### src/design/cpd_pkg.sv
// Package for the CRC-16 packet deframer: item types, parser phases,
// status codes and the byte-wide CRC-16 (poly 0x1021) update function.
// No dependencies.
package cpd_pkg;

  localparam int unsigned MAX_PAYLOAD = 512;

  localparam logic [7:0]  SYNC_BYTE  = 8'h42;
  localparam logic [7:0]  ADDR_BCAST = 8'hff;
  localparam logic [7:0]  ADDR_ZERO  = 8'h00;
  localparam logic [15:0] CRC_POLY   = 16'h1021;

  typedef enum logic [2:0] {
    PH_IDLE   = 3'd0,
    PH_ADDR   = 3'd1,
    PH_LEN_LO = 3'd2,
    PH_LEN_HI = 3'd3,
    PH_TYPE   = 3'd4,
    PH_DATA   = 3'd5,
    PH_CRC_LO = 3'd6,
    PH_CRC_HI = 3'd7
  } phase_e;

  typedef enum logic [1:0] {
    ST_OK       = 2'd0,
    ST_CRC_ERR  = 2'd1,
    ST_BAD_ADDR = 2'd2,
    ST_OVERSIZE = 2'd3
  } status_e;

  localparam logic KIND_BYTE  = 1'b0;
  localparam logic KIND_RESET = 1'b1;

  localparam logic OUT_PAYLOAD = 1'b0;
  localparam logic OUT_STATUS  = 1'b1;

  typedef struct packed {
    logic       kind;
    logic [7:0] rx_byte;
  } in_t;

  typedef struct packed {
    logic        out_kind;
    logic [7:0]  payload_byte;
    logic [15:0] byte_index;
    logic [7:0]  pkt_type;
    logic [7:0]  pkt_addr;
    logic [15:0] pkt_len;
    logic [1:0]  status;
    logic        listen_match;
    logic        last;
  } out_t;

  // Request held in the input stage, as seen by the parser.
  typedef struct packed {
    logic valid;
    in_t  data;
  } stage_t;

  // Feed one byte into the CRC, MSB first.
  function automatic logic [15:0] crc_feed(logic [15:0] crc, logic [7:0] data);
    logic [15:0] c;
    logic [7:0]  d;
    logic        top;
    c = crc;
    d = data;
    for (int i = 0; i < 8; i++) begin
      top = c[15];
      c   = {c[14:0], 1'b0};
      if (d[7] ^ top) begin
        c = c ^ CRC_POLY;
      end
      d = {d[6:0], 1'b0};
    end
    return c;
  endfunction

endpackage

### src/design/crc16_packet_deframer.sv
// A request accepted into the input register is parsed combinationally and
//   its result is loaded into the output register for the consumer.
// Throughput: one request per cycle while the result register can take a
//   result, set by the single parse step between the input and result registers.
// Reset (rst_ni low, asynchronous): parser idle, header/CRC state and the
//   listen type cleared, both stages empty.
//
// Top level of the CRC-16 packet deframer. Depends on cpd_pkg, cpd_in_reg,
// cpd_parser and cpd_out_reg.
module crc16_packet_deframer #(
  parameter int unsigned MaxPayload = cpd_pkg::MAX_PAYLOAD
) (
  input  logic          clk_i,
  input  logic          rst_ni,
  input  logic          in_valid_i,
  output logic          in_ready_o,
  input  cpd_pkg::in_t  in_data_i,
  output logic          out_valid_o,
  input  logic          out_ready_i,
  output cpd_pkg::out_t out_data_o,
  input  logic          cfg_we_i,
  input  logic [7:0]    cfg_wdata_i
);

  cpd_pkg::stage_t stage;
  cpd_pkg::out_t   res;
  logic            res_valid;
  logic            out_free;
  logic            step;

  // Advance the held request whenever the result register can take its
  // result; requests that make no result advance the same way.
  assign step = stage.valid && out_free;

  cpd_in_reg u_in_reg (
    .clk_i      (clk_i),
    .rst_ni     (rst_ni),
    .in_valid_i (in_valid_i),
    .in_ready_o (in_ready_o),
    .in_data_i  (in_data_i),
    .take_i     (step),
    .stage_o    (stage)
  );

  // Parse one byte: track header fields, feed the CRC, and build either a
  // payload item or the end-of-packet status item.
  cpd_parser #(
    .MaxPayload (MaxPayload)
  ) u_parser (
    .clk_i       (clk_i),
    .rst_ni      (rst_ni),
    .cfg_we_i    (cfg_we_i),
    .cfg_wdata_i (cfg_wdata_i),
    .stage_i     (stage),
    .step_i      (step),
    .res_valid_o (res_valid),
    .res_o       (res)
  );

  // Hold a finished result here so a stalled consumer does not block the
  // input side until a further request is held in the input register.
  cpd_out_reg u_out_reg (
    .clk_i       (clk_i),
    .rst_ni      (rst_ni),
    .load_i      (step && res_valid),
    .res_i       (res),
    .free_o      (out_free),
    .out_valid_o (out_valid_o),
    .out_ready_i (out_ready_i),
    .out_data_o  (out_data_o)
  );

  // Status items and only they close a packet.
  assert property (@(posedge clk_i) disable iff (!rst_ni)
    out_valid_o |-> (out_data_o.last == out_data_o.out_kind))
    else $error("last flag disagrees with item kind");

  // A match is reported only on a good packet.
  assert property (@(posedge clk_i) disable iff (!rst_ni)
    (out_valid_o && out_data_o.listen_match) |->
      (out_data_o.status == cpd_pkg::ST_OK && out_data_o.out_kind == cpd_pkg::OUT_STATUS))
    else $error("listen match on a non-ok or payload item");

  // Payload item indices stay below the payload limit and the packet length.
  assert property (@(posedge clk_i) disable iff (!rst_ni)
    (out_valid_o && out_data_o.out_kind == cpd_pkg::OUT_PAYLOAD) |->
      ({16'h0000, out_data_o.byte_index} < 32'(MaxPayload))
      && out_data_o.byte_index < out_data_o.pkt_len)
    else $error("payload index beyond limit or length");

  // Input stalls only while a request is held and the result side is full.
  assert property (@(posedge clk_i) disable iff (!rst_ni)
    !in_ready_o |-> (stage.valid && out_valid_o && !out_ready_i))
    else $error("input stalled without a full pipeline");

endmodule

### src/design/cpd_in_reg.sv
// Input register stage of the packet deframer: holds one request until the
// parser takes it. Depends on cpd_pkg.
module cpd_in_reg (
  input  logic            clk_i,
  input  logic            rst_ni,
  input  logic            in_valid_i,
  output logic            in_ready_o,
  input  cpd_pkg::in_t    in_data_i,
  input  logic            take_i,
  output cpd_pkg::stage_t stage_o
);

  logic         valid_q, valid_d;
  cpd_pkg::in_t data_q;
  logic         accept;

  assign in_ready_o = !valid_q || take_i;
  assign accept     = in_valid_i && in_ready_o;

  always_comb begin
    priority if (accept) begin
      valid_d = 1'b1;
    end else if (take_i) begin
      valid_d = 1'b0;
    end else begin
      valid_d = valid_q;
    end
  end

  always_ff @(posedge clk_i or negedge rst_ni) begin
    if (!rst_ni) begin
      valid_q <= 1'b0;
    end else begin
      valid_q <= valid_d;
    end
  end

  always_ff @(posedge clk_i) begin
    if (accept) begin
      data_q <= in_data_i;
    end
  end

  assign stage_o.valid = valid_q;
  assign stage_o.data  = data_q;

endmodule

### src/design/cpd_parser.sv
// Header parser, CRC accumulator and status check of the packet deframer;
// also holds the listen type register. Depends on cpd_pkg.
module cpd_parser #(
  parameter int unsigned MaxPayload = cpd_pkg::MAX_PAYLOAD
) (
  input  logic            clk_i,
  input  logic            rst_ni,
  input  logic            cfg_we_i,
  input  logic [7:0]      cfg_wdata_i,
  input  cpd_pkg::stage_t stage_i,
  input  logic            step_i,
  output logic            res_valid_o,
  output cpd_pkg::out_t   res_o
);

  localparam logic [15:0] MaxLen = 16'(MaxPayload);

  cpd_pkg::phase_e phase_q, phase_d;
  logic [7:0]      addr_q, addr_d;
  logic [15:0]     len_q, len_d;
  logic [7:0]      type_q, type_d;
  logic [15:0]     count_q, count_d;
  logic [15:0]     crc_q, crc_d;
  logic [7:0]      crc_lo_q, crc_lo_d;
  logic [7:0]      listen_q;

  logic        is_reset;
  logic [7:0]  b;
  logic [15:0] crc_next;
  logic [16:0] count_inc;
  logic        data_done;
  logic [15:0] rx_crc;
  cpd_pkg::status_e st;

  assign is_reset  = stage_i.data.kind == cpd_pkg::KIND_RESET;
  assign b         = stage_i.data.rx_byte;
  assign crc_next  = cpd_pkg::crc_feed(crc_q, b);
  assign count_inc = {1'b0, count_q} + 17'd1;
  assign data_done = count_inc >= {1'b0, len_q};
  assign rx_crc    = {b, crc_lo_q};

  // Next phase.
  always_comb begin
    phase_d = phase_q;
    if (is_reset) begin
      phase_d = cpd_pkg::PH_IDLE;
    end else begin
      unique case (phase_q)
        cpd_pkg::PH_IDLE: begin
          if (b == cpd_pkg::SYNC_BYTE) phase_d = cpd_pkg::PH_ADDR;
        end
        cpd_pkg::PH_ADDR:   phase_d = cpd_pkg::PH_LEN_LO;
        cpd_pkg::PH_LEN_LO: phase_d = cpd_pkg::PH_LEN_HI;
        cpd_pkg::PH_LEN_HI: phase_d = cpd_pkg::PH_TYPE;
        cpd_pkg::PH_TYPE: begin
          phase_d = (len_q != '0) ? cpd_pkg::PH_DATA : cpd_pkg::PH_CRC_LO;
        end
        cpd_pkg::PH_DATA: begin
          if (data_done) phase_d = cpd_pkg::PH_CRC_LO;
        end
        cpd_pkg::PH_CRC_LO: phase_d = cpd_pkg::PH_CRC_HI;
        cpd_pkg::PH_CRC_HI: phase_d = cpd_pkg::PH_IDLE;
        default:            phase_d = cpd_pkg::PH_IDLE;
      endcase
    end
  end

  // Header, counter and CRC updates, and the result of this step.
  always_comb begin
    addr_d   = addr_q;
    len_d    = len_q;
    type_d   = type_q;
    count_d  = count_q;
    crc_d    = crc_q;
    crc_lo_d = crc_lo_q;

    priority if (len_q > MaxLen) begin
      st = cpd_pkg::ST_OVERSIZE;
    end else if (rx_crc != crc_q) begin
      st = cpd_pkg::ST_CRC_ERR;
    end else if (addr_q != cpd_pkg::ADDR_ZERO && addr_q != cpd_pkg::ADDR_BCAST) begin
      st = cpd_pkg::ST_BAD_ADDR;
    end else begin
      st = cpd_pkg::ST_OK;
    end

    res_valid_o        = 1'b0;
    res_o.out_kind     = cpd_pkg::OUT_PAYLOAD;
    res_o.payload_byte = b;
    res_o.byte_index   = count_q;
    res_o.pkt_type     = type_q;
    res_o.pkt_addr     = addr_q;
    res_o.pkt_len      = len_q;
    res_o.status       = cpd_pkg::ST_OK;
    res_o.listen_match = 1'b0;
    res_o.last         = 1'b0;

    if (!is_reset) begin
      unique case (phase_q)
        cpd_pkg::PH_IDLE: begin
          if (b == cpd_pkg::SYNC_BYTE) crc_d = cpd_pkg::crc_feed('0, b);
        end
        cpd_pkg::PH_ADDR: begin
          addr_d = b;
          crc_d  = crc_next;
        end
        cpd_pkg::PH_LEN_LO: begin
          len_d = {8'h00, b};
          crc_d = crc_next;
        end
        cpd_pkg::PH_LEN_HI: begin
          len_d = {b, len_q[7:0]};
          crc_d = crc_next;
        end
        cpd_pkg::PH_TYPE: begin
          type_d  = b;
          crc_d   = crc_next;
          count_d = '0;
        end
        cpd_pkg::PH_DATA: begin
          crc_d       = crc_next;
          count_d     = count_inc[15:0];
          // Drop bytes past the payload limit; they still enter the CRC.
          res_valid_o = count_q < MaxLen;
        end
        cpd_pkg::PH_CRC_LO: begin
          crc_lo_d = b;
        end
        cpd_pkg::PH_CRC_HI: begin
          res_valid_o        = 1'b1;
          res_o.out_kind     = cpd_pkg::OUT_STATUS;
          res_o.payload_byte = '0;
          res_o.byte_index   = '0;
          res_o.status       = st;
          res_o.listen_match = (st == cpd_pkg::ST_OK) && (type_q == listen_q);
          res_o.last         = 1'b1;
        end
        default: begin
        end
      endcase
    end
  end

  always_ff @(posedge clk_i or negedge rst_ni) begin
    if (!rst_ni) begin
      phase_q  <= cpd_pkg::PH_IDLE;
      addr_q   <= '0;
      len_q    <= '0;
      type_q   <= '0;
      count_q  <= '0;
      crc_q    <= '0;
      crc_lo_q <= '0;
    end else if (step_i && stage_i.valid) begin
      phase_q  <= phase_d;
      addr_q   <= addr_d;
      len_q    <= len_d;
      type_q   <= type_d;
      count_q  <= count_d;
      crc_q    <= crc_d;
      crc_lo_q <= crc_lo_d;
    end
  end

  always_ff @(posedge clk_i or negedge rst_ni) begin
    if (!rst_ni) begin
      listen_q <= '0;
    end else if (cfg_we_i) begin
      listen_q <= cfg_wdata_i;
    end
  end

endmodule

### src/design/cpd_out_reg.sv
// Result register of the packet deframer: holds one result until the
// consumer takes it. Depends on cpd_pkg.
module cpd_out_reg (
  input  logic          clk_i,
  input  logic          rst_ni,
  input  logic          load_i,
  input  cpd_pkg::out_t res_i,
  output logic          free_o,
  output logic          out_valid_o,
  input  logic          out_ready_i,
  output cpd_pkg::out_t out_data_o
);

  logic          valid_q, valid_d;
  cpd_pkg::out_t data_q;

  assign free_o  = !valid_q || out_ready_i;
  assign valid_d = load_i || (valid_q && !out_ready_i);

  always_ff @(posedge clk_i or negedge rst_ni) begin
    if (!rst_ni) begin
      valid_q <= 1'b0;
    end else begin
      valid_q <= valid_d;
    end
  end

  always_ff @(posedge clk_i) begin
    if (load_i) begin
      data_q <= res_i;
    end
  end

  assign out_valid_o = valid_q;
  assign out_data_o  = data_q;

endmodule
### config.mk
export PLATFORM = sky130hd
export DESIGN_NAME = crc16_packet_deframer
export DESIGN_NICKNAME = d
export VERILOG_FILES = /design/src/design/cpd_pkg.sv /design/src/design/crc16_packet_deframer.sv /design/src/design/cpd_in_reg.sv /design/src/design/cpd_parser.sv /design/src/design/cpd_out_reg.sv
export SDC_FILE = /design/constraint.sdc
export NUM_CORES = 1
export LEC_CHECK = 0
export BUFFER_PORTS_ARGS = -buffer_cell sky130_fd_sc_hd__buf_2
export CAP_MARGIN = 10
export CORE_MARGIN = 3
export CORE_UTILIZATION = 58
export CTS_CLUSTER_DIAMETER = 150
export CTS_CLUSTER_SIZE = 16
export DETAILED_ROUTE_END_ITERATION = 8
export PLACE_DENSITY = 0.89
export SETUP_SLACK_MARGIN = 0.5
export SYNTH_ARGS = -nofsm -noshare
export SYNTH_HDL_FRONTEND = slang
export SYNTH_HIERARCHICAL = 1
export SYNTH_SLANG_ARGS = --single-unit
### constraint.sdc
create_clock -name clk_i -period 3.87 [get_ports clk_i]
set_input_delay 0.1935 -clock clk_i [delete_from_list [all_inputs] [get_ports clk_i]]
set_output_delay 0.1935 -clock clk_i [all_outputs]
set_load 0.03 [all_outputs]
==> results.cfg <==
[route]
drc = 0
drt-initial-drc-count = 424
wirelength_mm = 15.4
firstDrtPassIters = 5
wl_per_cell_microns = 18.2
ant_nets = 0
vias = 4906
via_per_inst = 5.78

[hold_path]
hp-class = primary input to asynchronous set/reset pin

[global_routing]
grt_pass1_vias = 5007
gr-usage-all-layers = 0.231
overflow = 0
grt_max_degree = 86
grt_pass1_wl_mm = 25.1
antenna_found_initial = 0

[timing]
max_freq_mhz = 317
finClkSkew_ns = 0.00482
grt_setup_unrepaired = false
min_period_over_period = 0.815
relSlewSlack = 0.280
setup_ws_ns = 0.716
maxSlewViolCount = 0
fin_tns_setup_ns = 0
hold_violations = 48
worst_slew_pin_slew_ns = 1.08
setup_viol = 0
holdWs_ns = -0.0311
fin_crit_ns = 3.15

[worst_setup_path]
cpMostUsedCell = and3_1
cp_cell_sequence = ha_2, and3_1, and3_2, and3_1, xor2_1, ha_1, a211oi_1, o21ai_0, o211ai_1, nand3_1, or3_1, a41oi_1
rr_worst_depth = 12
crit_fanout = 7
slowest_delay_ns = 0.44
r2r_end = u_parser/phase_q[0]
path_class = flop to flop
start_kind = flop
slowest_stage = dfrtp_1
critPathArrivalTime_ns = 3.49
worstSetupEndpointType = flop
r2r-start = u_parser/count_q[0]
critical_path_required_ns = 4.20
rrSetupSlack_ns = 0.72

[layout]
final_nets = 707
area_delta_synth_final_pct = 17.1
diodes = 0
nFillCells = 853
drive_gt1_frac = 0.261

[placement]
hpwlAfterDp_mm = 10.5
portBuffers = 84
routabilityCongestion = 0.857
place_ws_ns = 0.669

[floorplanning]
num_rows = 40
die_w_microns = 118
start_util = 0.596
die_h_microns = 118
ios = 85
dieArea_sq_um = 13800
core_region_area_sq_um = 12100

[clock_tree]
cts_max_level = 4
cts_setup_buffers = 0
tritoncts = done
clk_pin_slew_ns = 0.06
cts.sinks = 155
insertion_delay_ns = 0.42
cts_buffer_depth = 2
numCtsBuffers = 17
root_buffer = clkbuf_16

[synth]
syn_inst = 584
ys_top_cells_by_area = dfrtp_1, edfxtp_1, mux2_2
yosysMostFrequentCell = dfrtp_1
syn_area_sq_um = 7220
synthTopCellsByCount = dfrtp_1, edfxtp_1, mux2_2, xnor2_1, nand2_1
synth_seq_area_share = 0.586
avgSynthCellArea_sq_um = 12.4
synth_top_area_cell = dfrtp_1
yosysTopAreaCellShare = 0.295
yosysWarnings = 6
synthFlopType = dfrtp_1
synth_nets = 623
synth_cell_types = 53
synth-async-reset-ratio = 0.548
synth-edff-count = 70
ys_seq_elements = 155

[power_and_ir_drop]
pwr_density_cell_nw_per_um2 = 627
power.leakage_nw = 3.52
ir_drop_uv = 349

[status]
status = complete, but fails checks
violations = hold timing

[job]
cap_viol_max_count = 0
## flip-flops by register name (all words and copies together) (netlist names)
name and cells:
u_in_reg/stage_o 9, u_in_reg/valid_q 1, u_out_reg/out_data_o 61, u_out_reg/out_valid_o 1
u_parser/addr_q 8, u_parser/count_q 16, u_parser/crc_lo_q 8, u_parser/crc_q 16
u_parser/len_q 16, u_parser/listen_q 8, u_parser/phase_q 3, u_parser/type_q 8
## routing by layer
layer	share of wire	global-route usage	wire (microns)	vias to the layer above
met5	0	0	0	-
met4	0.030	0.111	469	0
met3	0.057	0.0538	886	41
met2	0.51	0.395	7790	196
met1	0.41	0.277	6260	2418
li1	-	-	-	2251
## worst max-delay path: cells and delay by family (launching register included)
| family | cells | cell delay [ns] |
|---|---|---|
| AND/OR/NAND/NOR | 5 | 1.25 |
| AO/OA/AOI/OAI | 4 | 0.64 |
| XOR/XNOR | 1 | 0.21 |
| adder cells (fa/ha/maj) | 2 | 0.53 |
| flip-flops | 1 | 0.44 |
## what timing repair did
item,in CTS,in global routing
hold buffers,13,0
setup endpoints to repair,0,1
endpoints found under the hold margin,13,0
resized for setup,0,3
## layout make-up
type                       instances  area, sq um  share of cell area
sequential                       155         4230               0.501
clock buffer                      18          439              0.0520
clock inverter                    14          161              0.0191
timing repair buffer             100          588              0.0696
tap                              168          210              0.0249
multi-input combinational        374         2740               0.325
inverter                          20         75.1             0.00889
## power breakdown
group | switching (W) | internal [W] | leakage, nW
registers | 0.000338 | 0.00204 | 1.71
clock network | 0.000677 | 0.000979 | 0.278
logic | 0.000663 | 0.000603 | 1.53
## metrics by stage
| stage | cell area [sq um] | instances | total power [W] | hold WS [ns] | utilization |
|---|---|---|---|---|---|
| global placement | 7700 | 804 | 0.00356 | 0.371 | 0.636 |
| floorplan | 7220 | 584 | 0.00330 | -0.102 | - |
| CTS | 8440 | 849 | 0.00532 | 0.00178 | 0.696 |
| global route | 8450 | 849 | 0.00557 | 0.0133 | 0.697 |
| detailed placement | 7700 | 804 | 0.00364 | 0.372 | 0.636 |
| finish | 8450 | 849 | 0.00530 | -0.0311 | 0.697 |
## cell usage in the layout (no fill, tap or decap), types with 6 or more instances in the layout
cell type      count
a21oi_1           24
a22o_1            17
and2_1            25
and3_1             8
buf_2             83
clkbuf_16         17
dfrtp_1           85
dlygate4sd3_1     13
edfxtp_1          70
ha_1              16
inv_1             19
mux2_2            40
nand2_1           36
nand3_1           16
nand4_1            9
nor2_1            25
nor3_1             6
nor4_1             8
o21ai_0           27
xnor2_1           39
xor2_1            25
## worst max-delay path by stage
stage                                    from             endpoint  slack (ns)  cells after the start
after floorplan           u_parser/count_q[0]  u_parser/phase_q[0]        1.02                     13
after global placement    u_parser/count_q[0]  u_parser/phase_q[0]        0.79                     12
after detailed placement  u_parser/count_q[0]  u_parser/phase_q[0]        0.67                     12
after CTS                 u_parser/count_q[0]  u_parser/phase_q[0]        0.65                     12
after global routing      u_parser/count_q[0]  u_parser/phase_q[0]        0.54                     12
final                     u_parser/count_q[0]  u_parser/phase_q[0]        0.72                     12
## cell families after synthesis
family	Yosys count	share of synthesized area
compound gates	91	0.0825
xor+xnor	65	0.0789
fa+ha+maj	17	0.0295
buf+inv	55	0.0354
flops	155	0.586
mux	40	0.0624
simple gates	161	0.125
(Power assumes the default switching activity.)
